--- config.mk ---
export PLATFORM = sky130hd
export DESIGN_NAME = avc_sps_size_parser
export DESIGN_NICKNAME = d
export VERILOG_FILES = /design/src/avc_sps_pkg.sv /design/src/avc_sps_ctrl.sv /design/src/avc_sps_dp.sv /design/src/avc_sps_size_parser.sv
export SDC_FILE = /design/constraint.sdc
export NUM_CORES = 1
export LEC_CHECK = 0
export ABC_AREA = 1
export CAP_MARGIN = 10
export CELL_PAD_IN_SITES_DETAIL_PLACEMENT = 0
export CELL_PAD_IN_SITES_GLOBAL_PLACEMENT = 1
export CORE_ASPECT_RATIO = 0.9
export CORE_MARGIN = 8
export CORE_UTILIZATION = 49
export DETAILED_ROUTE_END_ITERATION = 10
export DONT_BUFFER_PORTS = 1
export PLACE_DENSITY = 0.87
export SKIP_LAST_GASP = 1
export SLEW_MARGIN = 15
export SYNTH_ARGS = -nofsm -noshare
export SYNTH_HDL_FRONTEND = slang
export SYNTH_SLANG_ARGS = --single-unit
--- constraint.sdc ---
create_clock -name clk_i -period 8 [get_ports clk_i]
set_clock_uncertainty 0.2 [all_clocks]
set_input_delay 0.8 -clock clk_i [delete_from_list [all_inputs] [get_ports clk_i]]
set_output_delay 0.8 -clock clk_i [all_outputs]
set_load 0.01 [all_outputs]
--- src/avc_sps_pkg.sv ---
// shared types and constants of the sps size parser
// no dependencies
package avc_sps_pkg;

  localparam int unsigned StatusW = 2;

  typedef enum logic [StatusW-1:0] {
    ST_OK        = 2'd0,
    ST_BAD_TYPE  = 2'd1,
    ST_BAD_LEVEL = 2'd2,
    ST_TRUNC     = 2'd3
  } sps_status_e;

  typedef enum logic [5:0] {
    SX_HDR, SX_PROFILE, SX_CONSTR, SX_LEVEL, SX_SPS_ID, SX_CHROMA, SX_RESID,
    SX_BDL, SX_BDC, SX_BYPASS, SX_MATRIX, SX_LIST_FLAG, SX_DELTA, SX_LOG2FN,
    SX_POC_TYPE, SX_POC_LSB, SX_ALWAYS0, SX_OFF_NONREF, SX_OFF_T2B,
    SX_NUM_CYCLE, SX_OFF_REF, SX_NUM_REF, SX_GAPS, SX_WIDTH, SX_HEIGHT,
    SX_FRAME_MBS, SX_MBAFF, SX_DIRECT, SX_CROP, SX_CROP_L, SX_CROP_R,
    SX_CROP_T, SX_CROP_B, SX_DONE
  } syntax_e;

  localparam logic [4:0] NalTypeMask = 5'h1F;
  localparam logic [4:0] NalTypeSps  = 5'd7;
  localparam logic [7:0] MaxLevel    = 8'd51;
  localparam logic [7:0] ProfHigh    = 8'd100;
  localparam logic [7:0] ProfHigh10  = 8'd110;
  localparam logic [7:0] ProfHigh422 = 8'd122;
  localparam logic [7:0] ProfHigh444 = 8'd144;
  localparam logic [7:0] ScaleInit   = 8'd8;
  localparam logic [3:0] NumLists    = 4'd8;
  localparam logic [3:0] NumSmall    = 4'd6;
  localparam logic [6:0] SmallSize   = 7'd16;
  localparam logic [6:0] LargeSize   = 7'd64;
  localparam logic [3:0] MaxZeros    = 4'd15;
  localparam logic [3:0] BitsPerByte = 4'd8;

  // commands from controller to datapath
  typedef struct packed {
    logic load;    // latch a new byte
    logic step;    // parse one bit
    logic finish;  // end-of-byte handling (last byte mark)
  } dp_cmd_t;

  typedef struct packed {
    logic finished;
    logic emit;
  } dp_sts_t;

  // width of fixed-length elements, zero for exp-golomb ones
  function automatic logic [3:0] fixed_width(syntax_e s);
    logic [3:0] w;
    unique case (s)
      SX_HDR, SX_PROFILE, SX_CONSTR, SX_LEVEL: w = 4'd8;
      SX_RESID, SX_BYPASS, SX_MATRIX, SX_LIST_FLAG, SX_ALWAYS0, SX_GAPS,
      SX_FRAME_MBS, SX_MBAFF, SX_DIRECT, SX_CROP: w = 4'd1;
      default: w = 4'd0;
    endcase
    return w;
  endfunction

endpackage

--- src/avc_sps_ctrl.sv ---
// controller: byte sequencing, bit counting and result valid
// depends on avc_sps_pkg
module avc_sps_ctrl (
  input  logic                 clk_i,
  input  logic                 rst_ni,
  input  logic                 in_valid_i,
  output logic                 in_stall_o,
  output logic                 out_valid_o,
  input  logic                 out_stall_i,
  output avc_sps_pkg::dp_cmd_t cmd_o,
  input  avc_sps_pkg::dp_sts_t sts_i
);
  import avc_sps_pkg::*;

  typedef enum logic {S_IDLE, S_RUN} ctrl_state_e;

  ctrl_state_e state_q;
  logic [3:0]  cnt_q;
  logic        out_valid_q;
  logic        can_go;
  logic        end_byte;

  assign can_go   = !out_valid_q || !out_stall_i;
  assign end_byte = (cnt_q == BitsPerByte) || sts_i.finished;

  always_comb begin
    cmd_o = '0;
    unique case (state_q)
      S_IDLE: cmd_o.load = in_valid_i;
      S_RUN: begin
        if (can_go) begin
          cmd_o.finish = end_byte;
          cmd_o.step   = !end_byte;
        end
      end
      default: cmd_o = '0;
    endcase
  end

  assign in_stall_o  = (state_q != S_IDLE);
  assign out_valid_o = out_valid_q;

  always_ff @(posedge clk_i or negedge rst_ni) begin
    if (!rst_ni) begin
      state_q     <= S_IDLE;
      cnt_q       <= '0;
      out_valid_q <= 1'b0;
    end else begin
      if (sts_i.emit) begin
        out_valid_q <= 1'b1;
      end else if (out_valid_q && !out_stall_i) begin
        out_valid_q <= 1'b0;
      end
      unique case (state_q)
        S_IDLE: begin
          if (in_valid_i) begin
            state_q <= S_RUN;
            cnt_q   <= '0;
          end
        end
        S_RUN: begin
          if (cmd_o.finish) begin
            state_q <= S_IDLE;
          end else if (cmd_o.step) begin
            cnt_q <= cnt_q + 4'd1;
          end
        end
        default: state_q <= S_IDLE;
      endcase
    end
  end

  a_emit_slot_free: assert property (@(posedge clk_i) disable iff (!rst_ni)
    sts_i.emit |-> !(out_valid_q && out_stall_i))
    else $error("result would overwrite a pending result");
  a_emit_sets_valid: assert property (@(posedge clk_i) disable iff (!rst_ni)
    sts_i.emit |=> out_valid_q)
    else $error("result lost");
  a_no_step_done: assert property (@(posedge clk_i) disable iff (!rst_ni)
    cmd_o.step |-> (!sts_i.finished && !cnt_q[3]))
    else $error("bit parsed after end");

endmodule

--- src/avc_sps_dp.sv ---
// datapath: bitwise sps syntax walk, exp-golomb decode and result registers
// depends on avc_sps_pkg
module avc_sps_dp (
  input  logic                 clk_i,
  input  logic                 rst_ni,
  input  avc_sps_pkg::dp_cmd_t cmd_i,
  output avc_sps_pkg::dp_sts_t sts_o,
  input  logic [7:0]           in_byte_i,
  input  logic                 last_byte_i,
  output logic [1:0]           status_o,
  output logic [7:0]           profile_o,
  output logic [7:0]           level_o,
  output logic [19:0]          coded_width_o,
  output logic [19:0]          coded_height_o,
  output logic signed [20:0]   disp_width_o,
  output logic signed [20:0]   disp_height_o
);
  import avc_sps_pkg::*;

  logic [7:0]  byte_q;
  logic        last_q;
  syntax_e     step_q, step_d;
  logic [3:0]  bl_q, bl_d, zr_q, zr_d;
  logic        inp_q, inp_d;
  logic [15:0] fv_q, fv_d;
  logic [7:0]  prof_q, prof_d, lvl_q, lvl_d, last_sc_q, last_sc_d;
  logic [3:0]  li_q, li_d;
  logic [6:0]  lpos_q, lpos_d;
  logic [15:0] cyc_q, cyc_d;
  logic [19:0] wid_q, wid_d, hgt_q, hgt_d;
  logic [17:0] crh_q, crh_d, crv_q, crv_d;
  logic        fin_q, fin_d;

  logic        bit_in, vdone, ent, emit_step, emit;
  syntax_e     ent_step;
  sps_status_e stat_step, stat;
  logic [15:0] v, fsh;
  logic [7:0]  half, delta, nscale;
  logic [3:0]  li_inc;
  logic [6:0]  pos_inc, lim;

  always_comb begin
    step_d = step_q; bl_d = bl_q; zr_d = zr_q; inp_d = inp_q; fv_d = fv_q;
    prof_d = prof_q; lvl_d = lvl_q; last_sc_d = last_sc_q; li_d = li_q;
    lpos_d = lpos_q; cyc_d = cyc_q; wid_d = wid_q; hgt_d = hgt_q;
    crh_d = crh_q; crv_d = crv_q; fin_d = fin_q;
    bit_in = byte_q[7];
    fsh = {fv_q[14:0], bit_in};
    vdone = 1'b0; v = '0; ent = 1'b0; ent_step = step_q;
    emit_step = 1'b0; stat_step = ST_OK;
    half = '0; delta = '0; nscale = '0;
    li_inc = li_q + 4'd1;
    pos_inc = lpos_q + 7'd1;
    lim = (li_q < NumSmall) ? SmallSize : LargeSize;

    if (cmd_i.step) begin
      if (inp_q) begin
        if (!bit_in && zr_q != MaxZeros) begin
          zr_d = zr_q + 4'd1;
        end else begin
          inp_d = 1'b0;
          if (zr_q == 4'd0) begin
            vdone = 1'b1;
          end else begin
            bl_d = zr_q;
            fv_d = 16'd1;
          end
        end
      end else begin
        fv_d = fsh;
        bl_d = bl_q - 4'd1;
        if (bl_q == 4'd1) begin
          vdone = 1'b1;
          v = (fixed_width(step_q) != 4'd0) ? fsh : fsh - 16'd1;
        end
      end

      if (vdone) begin
        unique case (step_q)
          SX_HDR: begin
            if ((v[4:0] & NalTypeMask) != NalTypeSps) begin
              emit_step = 1'b1; stat_step = ST_BAD_TYPE;
            end else begin
              ent = 1'b1; ent_step = SX_PROFILE;
            end
          end
          SX_PROFILE: begin prof_d = v[7:0]; ent = 1'b1; ent_step = SX_CONSTR; end
          SX_CONSTR: begin ent = 1'b1; ent_step = SX_LEVEL; end
          SX_LEVEL: begin
            lvl_d = v[7:0];
            if (v[7:0] > MaxLevel) begin
              emit_step = 1'b1; stat_step = ST_BAD_LEVEL;
            end else begin
              ent = 1'b1; ent_step = SX_SPS_ID;
            end
          end
          SX_SPS_ID: begin
            ent = 1'b1;
            ent_step = (prof_q == ProfHigh || prof_q == ProfHigh10 ||
                        prof_q == ProfHigh422 || prof_q == ProfHigh444) ?
                       SX_CHROMA : SX_LOG2FN;
          end
          SX_CHROMA: begin ent = 1'b1; ent_step = (v == 16'd3) ? SX_RESID : SX_BDL; end
          SX_RESID: begin ent = 1'b1; ent_step = SX_BDL; end
          SX_BDL: begin ent = 1'b1; ent_step = SX_BDC; end
          SX_BDC: begin ent = 1'b1; ent_step = SX_BYPASS; end
          SX_BYPASS: begin ent = 1'b1; ent_step = SX_MATRIX; end
          SX_MATRIX: begin
            ent = 1'b1;
            if (v != 16'd0) begin
              li_d = '0; ent_step = SX_LIST_FLAG;
            end else begin
              ent_step = SX_LOG2FN;
            end
          end
          SX_LIST_FLAG: begin
            ent = 1'b1;
            if (v != 16'd0) begin
              last_sc_d = ScaleInit; lpos_d = '0; ent_step = SX_DELTA;
            end else begin
              li_d = li_inc;
              ent_step = (li_inc >= NumLists) ? SX_LOG2FN : SX_LIST_FLAG;
            end
          end
          SX_DELTA: begin
            // signed code to delta, modulo 256
            half = v[8:1];
            delta = v[0] ? half + 8'd1 : 8'd0 - half;
            nscale = last_sc_q + delta;
            if (nscale != 8'd0) last_sc_d = nscale;
            lpos_d = pos_inc;
            ent = 1'b1;
            if (pos_inc >= lim || nscale == 8'd0) begin
              li_d = li_inc;
              ent_step = (li_inc >= NumLists) ? SX_LOG2FN : SX_LIST_FLAG;
            end else begin
              ent_step = SX_DELTA;
            end
          end
          SX_LOG2FN: begin ent = 1'b1; ent_step = SX_POC_TYPE; end
          SX_POC_TYPE: begin
            ent = 1'b1;
            if (v == 16'd0) ent_step = SX_POC_LSB;
            else if (v == 16'd1) ent_step = SX_ALWAYS0;
            else ent_step = SX_NUM_REF;
          end
          SX_POC_LSB: begin ent = 1'b1; ent_step = SX_NUM_REF; end
          SX_ALWAYS0: begin ent = 1'b1; ent_step = SX_OFF_NONREF; end
          SX_OFF_NONREF: begin ent = 1'b1; ent_step = SX_OFF_T2B; end
          SX_OFF_T2B: begin ent = 1'b1; ent_step = SX_NUM_CYCLE; end
          SX_NUM_CYCLE: begin
            cyc_d = v; ent = 1'b1;
            ent_step = (v == 16'd0) ? SX_NUM_REF : SX_OFF_REF;
          end
          SX_OFF_REF: begin
            cyc_d = cyc_q - 16'd1; ent = 1'b1;
            ent_step = (cyc_q == 16'd1) ? SX_NUM_REF : SX_OFF_REF;
          end
          SX_NUM_REF: begin ent = 1'b1; ent_step = SX_GAPS; end
          SX_GAPS: begin ent = 1'b1; ent_step = SX_WIDTH; end
          SX_WIDTH: begin
            wid_d = {v + 16'd1, 4'd0}; ent = 1'b1; ent_step = SX_HEIGHT;
          end
          SX_HEIGHT: begin
            hgt_d = {v + 16'd1, 4'd0}; ent = 1'b1; ent_step = SX_FRAME_MBS;
          end
          SX_FRAME_MBS: begin
            ent = 1'b1; ent_step = (v != 16'd0) ? SX_DIRECT : SX_MBAFF;
          end
          SX_MBAFF: begin ent = 1'b1; ent_step = SX_DIRECT; end
          SX_DIRECT: begin ent = 1'b1; ent_step = SX_CROP; end
          SX_CROP: begin
            if (v == 16'd0) begin
              emit_step = 1'b1;
            end else begin
              ent = 1'b1; ent_step = SX_CROP_L;
            end
          end
          SX_CROP_L: begin crh_d = crh_q + {2'd0, v}; ent = 1'b1; ent_step = SX_CROP_R; end
          SX_CROP_R: begin crh_d = crh_q + {2'd0, v}; ent = 1'b1; ent_step = SX_CROP_T; end
          SX_CROP_T: begin crv_d = crv_q + {2'd0, v}; ent = 1'b1; ent_step = SX_CROP_B; end
          SX_CROP_B: begin crv_d = crv_q + {2'd0, v}; emit_step = 1'b1; end
          default: ent = 1'b0;
        endcase
      end

      if (ent) begin
        step_d = ent_step;
        zr_d   = '0;
        fv_d   = '0;
        bl_d   = fixed_width(ent_step);
        inp_d  = (fixed_width(ent_step) == 4'd0);
      end
      if (emit_step) begin
        step_d = SX_DONE;
        fin_d  = 1'b1;
      end
    end

    emit = emit_step || (cmd_i.finish && last_q && !fin_q);
    stat = emit_step ? stat_step : ST_TRUNC;
  end

  assign sts_o.finished = fin_q;
  assign sts_o.emit     = emit;

  always_ff @(posedge clk_i or negedge rst_ni) begin
    if (!rst_ni) begin
      byte_q <= '0; last_q <= 1'b0;
      step_q <= SX_HDR; bl_q <= fixed_width(SX_HDR); zr_q <= '0; inp_q <= 1'b0;
      fv_q <= '0; prof_q <= '0; lvl_q <= '0; last_sc_q <= ScaleInit; li_q <= '0;
      lpos_q <= '0; cyc_q <= '0; wid_q <= '0; hgt_q <= '0; crh_q <= '0;
      crv_q <= '0; fin_q <= 1'b0;
    end else if (cmd_i.load) begin
      byte_q <= in_byte_i;
      last_q <= last_byte_i;
    end else if (cmd_i.finish) begin
      if (last_q) begin
        step_q <= SX_HDR; bl_q <= fixed_width(SX_HDR); zr_q <= '0; inp_q <= 1'b0;
        fv_q <= '0; prof_q <= '0; lvl_q <= '0; last_sc_q <= ScaleInit; li_q <= '0;
        lpos_q <= '0; cyc_q <= '0; wid_q <= '0; hgt_q <= '0; crh_q <= '0;
        crv_q <= '0; fin_q <= 1'b0;
      end
    end else if (cmd_i.step) begin
      byte_q <= {byte_q[6:0], 1'b0};
      step_q <= step_d; bl_q <= bl_d; zr_q <= zr_d; inp_q <= inp_d; fv_q <= fv_d;
      prof_q <= prof_d; lvl_q <= lvl_d; last_sc_q <= last_sc_d; li_q <= li_d;
      lpos_q <= lpos_d; cyc_q <= cyc_d; wid_q <= wid_d; hgt_q <= hgt_d;
      crh_q <= crh_d; crv_q <= crv_d; fin_q <= fin_d;
    end
  end

  // result registers, loaded from the post-step values
  always_ff @(posedge clk_i) begin
    if (emit) begin
      status_o       <= stat;
      profile_o      <= prof_d;
      level_o        <= lvl_d;
      coded_width_o  <= wid_d;
      coded_height_o <= hgt_d;
      disp_width_o   <= signed'({1'b0, wid_d} - {2'b0, crh_d, 1'b0});
      disp_height_o  <= signed'({1'b0, hgt_d} - {2'b0, crv_d, 1'b0});
    end
  end

endmodule

--- src/avc_sps_size_parser.sv ---
// top level of the h.264 sps size parser
// depends on avc_sps_pkg, avc_sps_ctrl, avc_sps_dp
//
// channel  direction  handshake                 payload
// in       input      in_valid_i / in_stall_o   in_byte_i, last_byte_i
// out      output     out_valid_o / out_stall_i status_o .. disp_height_o
//
// a byte is accepted, then walked one bit per step through the
//   shared bit step of the syntax walk (stops early once a result is made),
//   then given end-of-byte handling
// a new byte is accepted while a result waits in the output register; the
//   bit walk and end-of-byte handling pause while that result waits stalled
// reset is asynchronous and puts the parser at the nal header byte
// after a last-byte mark the parser returns to the header byte
module avc_sps_size_parser (
  input  logic               clk_i,
  input  logic               rst_ni,
  input  logic               in_valid_i,
  output logic               in_stall_o,
  input  logic [7:0]         in_byte_i,
  input  logic               last_byte_i,
  output logic               out_valid_o,
  input  logic               out_stall_i,
  output logic [1:0]         status_o,
  output logic [7:0]         profile_o,
  output logic [7:0]         level_o,
  output logic [19:0]        coded_width_o,
  output logic [19:0]        coded_height_o,
  output logic signed [20:0] disp_width_o,
  output logic signed [20:0] disp_height_o
);
  import avc_sps_pkg::*;

  dp_cmd_t cmd;  // controller to datapath
  dp_sts_t sts;  // datapath to controller

  // sequencing of bytes and bits, result valid
  avc_sps_ctrl u_ctrl (
    .clk_i       (clk_i),
    .rst_ni      (rst_ni),
    .in_valid_i  (in_valid_i),
    .in_stall_o  (in_stall_o),
    .out_valid_o (out_valid_o),
    .out_stall_i (out_stall_i),
    .cmd_o       (cmd),
    .sts_i       (sts)
  );

  // syntax walk, exp-golomb decode and result payload
  avc_sps_dp u_dp (
    .clk_i          (clk_i),
    .rst_ni         (rst_ni),
    .cmd_i          (cmd),
    .sts_o          (sts),
    .in_byte_i      (in_byte_i),
    .last_byte_i    (last_byte_i),
    .status_o       (status_o),
    .profile_o      (profile_o),
    .level_o        (level_o),
    .coded_width_o  (coded_width_o),
    .coded_height_o (coded_height_o),
    .disp_width_o   (disp_width_o),
    .disp_height_o  (disp_height_o)
  );

endmodule

# --- Word-level counts from Yosys, hierarchy flattened ---
# Memory sizes are Yosys's and may differ from the RTL's.
# Cells that the tools add are included.
word_totals:
  reg_bits: 273
  rom_bits: 192
  in_bits: 13
  memories: 3
classes:
  add_sub_neg: 15
  magnitude_cmp: 4
  n_eq_ne: 55
  n_mux: 160
  bitwise_logic: 2
  reduce_logical: 49
memory_table:
  columns: ["memory", "words", "word_bits", "rd", "rd_clocked_by_memory_dff", "write_ports", "line_no", "source"]
  rows:
  - ["(name not given)", 32, 2, 1, 0, 0, "avc_sps_pkg.sv:53", "unique case (s)"]
  - ["(name not given)", 32, 2, 1, 0, 0, "avc_sps_pkg.sv:53", null]
  - ["(name not given)", 32, 2, 1, 0, 0, "avc_sps_pkg.sv:53", null]
ops:
  columns: ["operator", "n"]
  rows:
  - ["2-to-1 mux 20 bit", 11]
  - ["2-to-1 mux 18 bit", 11]
  - ["case mux 6 bit (32 select lines)", 1]
  - ["2-to-1 mux 8 bit", 21]
  - ["2-to-1 mux 16 bit", 8]
  - ["2-to-1 mux 4 bit", 31]
  - ["equality test 6 x 5 -> 1 bit, second input constant", 16]
  - ["2-to-1 mux 15 bit", 6]
  - ["2-to-1 mux 6 bit", 13]
  - ["equality test 6 x 4 -> 1 bit, second input constant", 8]
  - ["2-to-1 mux 7 bit", 6]
  - ["subtractor 20 x 19 -> 21 bit", 2]
  - ["adder 18 x 16 -> 18 bit", 2]
  - ["2-to-1 mux 1 bit", 35]
  - ["equality test 16 x 1 -> 1 bit, second input constant", 2]
  - ["case mux 16 bit (2 select lines)", 1]
  - ["subtractor 16 x 1 -> 16 bit, second input constant", 2]
  - ["OR reduction 29 bit", 1]
  - ["equality test 6 x 3 -> 1 bit, second input constant", 4]
  - ["equality test 8 x 7 -> 1 bit, second input constant", 3]
  - ["adder 16 x 1 -> 16 bit, second input constant", 1]
  - ["equality test 16 x 2 -> 1 bit, second input constant", 1]
  - ["zero test 16 bit", 1]
  - ["case mux 8 bit (2 select lines)", 1]
  - ["50 further kinds", 97]

# --- Logic depth before layout (Yosys ltp) ---
# An unclocked memory read counts as a cell.
depth:
  ltp_word: 28
  depth_mapped: 45
  ltp_nobuf: 43

# --- Cells and area by module ---
# Synthesis repeated with hierarchy kept, for this count alone.
unflattened:
  cells_unflattened: 2092
  area_unflattened_um2: 16902.5
modules_own_cells:
  columns: ["module", "n_inst", "cells_each", "area_per_inst_um2", "seq_area_each_um2"]
  rows:
  - ["avc_sps_dp", 1, 2047, 16535.9, 7124.3]
  - ["avc_sps_ctrl", 1, 45, 366.6, 150.1]

# --- Least setup slack after synthesis ---
# Ideal clock, no wire load.
synth_timing:
  kind: "register -> register"
  from: "reg u_dp.step_q[1]"
  to: "reg u_dp.disp_width_o[19], data pin"
  setup_time_ns: 0.258
  arrival_ns: 5.347
  t_required_ns: 7.542
  path_slack_ns: 2.195
  stages_incl_launch_ff: 40
  synth_period_minus_slack_ns: 5.805
  path_cell_list: "dfrtp_1 > buf_2 > nor2_1 > inv_1 > ha_1 > nand2_1 > inv_1 > nor2_1 > nand2_2 > nor2_4 > nor2_8 > buf_6 > nand2_1 > nand3_2 > inv_1 > ha_1 > nand2_1 > nor2_1 > (+4 left out) > a21oi_1 > nor2_1 > o21ai_0 > nand2_1 > a21boi_0 > xor2_1 > nand2_1 > o21ai_0 > ha_1 > nand2_1 > o21ai_0 > nand3_1 > nand2_1 > nand2_1 > a21oi_1 > a21o_1 > a21oi_1 > xnor2_1"
synth_via:
  elab_chain_len: 15
  elab_cells_between_ends: 23
  classes_between: "add/sub (3); eq/ne (3); mux (14); reduce/logical (2); memory (1)"
synth_rtl:
  columns: ["item", "line_no", "source"]
  rows:
  - ["start, declared", "avc_sps_dp.sv:22", "syntax_e step_q, step_d;"]
  - ["start signal, assigned", "avc_sps_dp.sv:226", "step_q <= step_d; bl_q <= bl_d; zr_q <= zr_d; inp_q <= inp_d; fv_q <= fv_d;"]
  - ["memory (32 x 2 bit)", null, null]
  - ["2-to-1 mux 4 bit", "avc_sps_pkg.sv:53", null]
  - ["2-to-1 mux 4 bit", "avc_sps_dp.sv:72", "if (bl_q == 4'd1) begin"]
  - ["2-to-1 mux 4 bit", "avc_sps_dp.sv:57", "if (inp_q) begin"]
  - ["2-to-1 mux 4 bit", "avc_sps_dp.sv:56", "if (cmd_i.step) begin"]
  - ["nonzero test 4 bit", "avc_sps_dp.sv:74", "v = (fixed_width(step_q) != 4'd0) ? fsh : fsh - 16'd1;"]
  - ["2-to-1 mux 16 bit", "avc_sps_dp.sv:74", null]
  - ["2-to-1 mux 16 bit", "avc_sps_dp.sv:72", null]
  - ["2-to-1 mux 16 bit", "avc_sps_dp.sv:57", null]
  - ["2-to-1 mux 16 bit", "avc_sps_dp.sv:56", null]
  - ["adder 18 x 16 -> 18 bit / adder 16 x 1 -> 16 bit (equally long branches)", "avc_sps_dp.sv:179, avc_sps_dp.sv:180, avc_sps_dp.sv:162", null]
  - ["2-to-1 mux 18 bit / 2-to-1 mux 20 bit (equally long branches)", null, null]
  - ["2-to-1 mux 18 bit / 2-to-1 mux 20 bit (equally long branches)", "avc_sps_dp.sv:78", "if (vdone) begin"]
  - ["2-to-1 mux 18 bit / 2-to-1 mux 20 bit (equally long branches)", "avc_sps_dp.sv:56", null]
  - ["subtractor 20 x 19 -> 21 bit (*)", "avc_sps_dp.sv:241", "disp_width_o <= signed'({1'b0, wid_d} - {2'b0, crh_d, 1'b0});"]
  - ["end signal, assigned", "avc_sps_dp.sv:241", null]
  - ["end, declared", "avc_sps_dp.sv:15", "output logic signed [20:0] disp_width_o,"]
# Mark *: on every way between the ends. The rest lies on a longest branch, timed or not. The select of a mux whose other input is x is not followed.
# A chain may end at the register's enable or synchronous reset.

# --- Worst setup path in the final report ---
# Same ends and word-level chain as after synthesis.

==> impl_metrics.json <==
{
  "status": "finished clean",
  "synth_largest_area_cell": "dfrtp_1",
  "rsz0062_at_grt": "false",
  "dpl-instance-area_um2": 17300,
  "ys_seq_area_frac": 0.431,
  "cap_viol_max_count": 0,
  "reg2reg_slack_ns": 1.24,
  "r2r-start": "u_dp.step_q[1]$_DFFE_PN0P_",
  "post_synth_num_cell_types": 59,
  "synth_compound_area_frac": 0.144,
  "path_clk_slew_ns": 0.07,
  "nets": 2186,
  "routed_wl_um": 46800,
  "path_class": "flop to flop",
  "wl_met2_um": 20600,
  "syn_nets": 2188,
  "die_h_um": 192,
  "synth_area_leaders": "dfrtp_1 (25%), edfxtp_1 (17%), nand2_1 (11%)",
  "max_freq_ghz": 0.148,
  "synth_edf_count": 98,
  "leakagePower_nw": 8.99,
  "ys_seq_elements": 271,
  "grt_pass1_vias": 13500,
  "synth_top_area_share": 0.254,
  "tightest_slew_ns": 1.02,
  "fin_crit_sh": 0.845,
  "powerDensity_nw_per_um2": 442,
  "finalSetupViolCount": 0,
  "crit_path_end_kind": "flop",
  "yosys_warnings": 0,
  "routedLengthMet1_um": 22300,
  "place.gp.congestion": 0.914,
  "finalSetupTns_ns": 0,
  "initial_core_util": 0.497,
  "start_kind": "flop",
  "syn_to_final_growth_pct": 9.50,
  "yosys.area_share.simple": 0.213,
  "clk_latency_ns": 0.58,
  "fin_area_um2": 18500,
  "ir_drop_mv": 0.460,
  "async_flop_share": 0.638,
  "cp.arrival_ns": 6.88,
  "final_layout_size_suffix_gt1_frac": 0.0735,
  "grt_antenna_before_repair": 0,
  "maxSlewViolCount": 0,
  "wl_per_cell_um": 18.3,
  "dp_hpwl_um": 34000,
  "cts_max_path_buffers": 3,
  "critPathRequiredTime_ns": 8.13,
  "antenna_cells": 0,
  "num_rows": 64,
  "cts_tree": "built",
  "avgSynthCellArea_um2": 8.13,
  "wl_met3_um": 2900,
  "die_w_um": 212,
  "synth_top_family_by_area": "simple AND/OR/NAND/NOR gates",
  "port_buffers": 0,
  "ant_nets": 0,
  "crit_top_cell": "nand2_1",
  "cts_num_sinks": 271,
  "viasPerCell": 5.51,
  "hold_ws_ns": 0.00839,
  "grt_pass1_wl_um": 74000,
  "hp-class": "primary input to async pin",
  "top_layer": "met4",
  "grt.overflow.total": 0,
  "fin_crit_ns": 6.76,
  "worstRegToRegCells": 37,
  "synth.cell_area_um2": 16900,
  "synth_ff_type": "dfrtp_1",
  "htreeDepth": 1,
  "synth_fa_ha_area_frac": 0.0771,
  "synth_mux_area_frac": 0.000593,
  "firstDrtPassIters": 6,
  "critPathSlowestCell": "dfrtp_1",
  "vias": 14100,
  "timing.rr.end": "u_dp.disp_width_o[19]$_DFFE_PP_",
  "grtUsageTotal": 0.227,
  "grt_start_max_net_pins": 174,
  "cts_resized": 0,
  "worst-path-max-fanout": 18,
  "drc": 0,
  "first_iter_violations": 1210,
  "cts_root_buffer": "clkbuf_16",
  "synthXorXnorAreaFrac": 0.0514,
  "max_stage_delay_ns": 0.45,
  "die_area_um2": 40600,
  "design.core.area_um2": 34000,
  "hold_violations": 0,
  "io-pin-count": 115,
  "max_slew_margin": 0.323,
  "syn_inst": 2074,
  "cts_buffers": 30
}
## cell families after synthesis
kind of cell               count (synthesis)
xor gates and xnor gates                  99
buffers and inverters                    360
AOI/OAI and AO/OA                        421
DFF                                      271
adders and majority gates                101
and+or+nand+nor                          821
muxes                                      1
## metal layers
layer / vias up / GRT usage
met3: 64 / 0.0372
met2: 419 / 0.359
met4: 0 / 0.0483
met1: 6740 / 0.325
met5: - / 0
li1: 6865 / -
## Yosys cell counts, drive strengths merged (13+ instances only)
cell,count
nor3,26
dfrtp,171
buf,13
edfxtp,98
nand3,99
clkbuf,34
xor2,77
o21ai,200
xnor2,22
o22ai,44
nand2,494
nand4,19
ha,96
inv,312
a21oi,104
nor2,171
## power breakdown
part | internal (mW) | switching [mW] | total [mW]
logic | 1.36 | 2.87 | 4.23
registers | 2.08 | 0.327 | 2.41
clock network | 0.935 | 0.605 | 1.54
total | 4.37 | 3.80 | 8.17
## per-stage QoR
stage	worst slack, ns	total power [mW]	cells	util
4_1_cts	1.35	8.20	2558	0.544
5_1_grt	0.648	8.85	2558	0.544
3_5_place_dp	1.38	6.62	2501	0.511
3_3_place_gp	1.64	6.54	2501	0.511
6_report	1.24	8.17	2558	0.544
2_1_floorplan	2.20	5.59	2074	-
## worst max path at each step
stage	from	to	slack, ns	cells past startpoint
after detailed placement	u_dp.step_q[1]$_DFFE_PN0P_	u_dp.disp_height_o[19]$_DFFE_PP_	1.38	39
after global placement	u_dp.step_q[1]$_DFFE_PN0P_	u_dp.disp_width_o[19]$_DFFE_PP_	1.64	37
after CTS	u_dp.step_q[1]$_DFFE_PN0P_	u_dp.disp_height_o[19]$_DFFE_PP_	1.35	39
after floorplan	u_dp.step_q[1]$_DFFE_PN0P_	u_dp.disp_width_o[19]$_DFFE_PP_	2.20	39
after global routing	u_dp.step_q[0]$_DFFE_PN0P_	u_dp.disp_width_o[19]$_DFFE_PP_	0.65	37
final	u_dp.step_q[1]$_DFFE_PN0P_	u_dp.disp_width_o[19]$_DFFE_PP_	1.24	37
## cell usage in the layout, fill, tap and decap left out, types with 6 or more instances in the layout
cell and instances:
nand4_1 18, o22ai_1 44, nand3_1 86, o21a_1 6
o21ai_2 14, o21ai_0 181, inv_1 295, o211ai_1 8
o21bai_1 6, ha_1 96, nor2_2 11, clkbuf_16 31
nor3_1 24, dfrtp_1 171, nand2_4 6, xor2_1 77
buf_4 12, edfxtp_1 98, nand2_2 15, inv_2 17
o31ai_1 8, xnor2_1 22, bufinv_16 6, a211oi_1 7
nand3_2 12, nor2_1 155, a21oi_1 104, nor4_1 6
nand2_1 472
## worst max-delay path: cells and delay by family, from the launching register on
family	cells	cell delay (ns)
AND/OR/NAND/NOR	17	1.92
adder cells (fa/ha/maj)	3	1.00
buffers and inverters	4	0.62
flip-flops	1	0.45
AO/OA/AOI/OAI	11	2.04
XOR/XNOR	2	0.24
## layout make-up
type                       count  area (um2)
fill                        3193       15500
multi-input combinational   1443        8220
inverter                     313        1180
clock inverter                21         285
sequential                   271        7270
tap                          462         578
clock buffer                  35         821
timing repair buffer          13         118
## what timing repair did
item                      in CTS  in global routing
setup buffers                  0                  0
hold buffers                   1                  0
hold endpoints to repair     173                  0
## registers in the layout, summed over array words and instances, names as in the netlist, 15 cells and up
register	count
u_dp.fv_q	15
u_dp.hgt_q	20
u_dp.disp_height_o	21
u_dp.coded_height_o	19
u_dp.disp_width_o	21
u_dp.crh_q	18
u_dp.crv_q	18
u_dp.coded_width_o	19
u_dp.wid_q	20
u_dp.cyc_q	16
(Power assumes the default switching activity.)
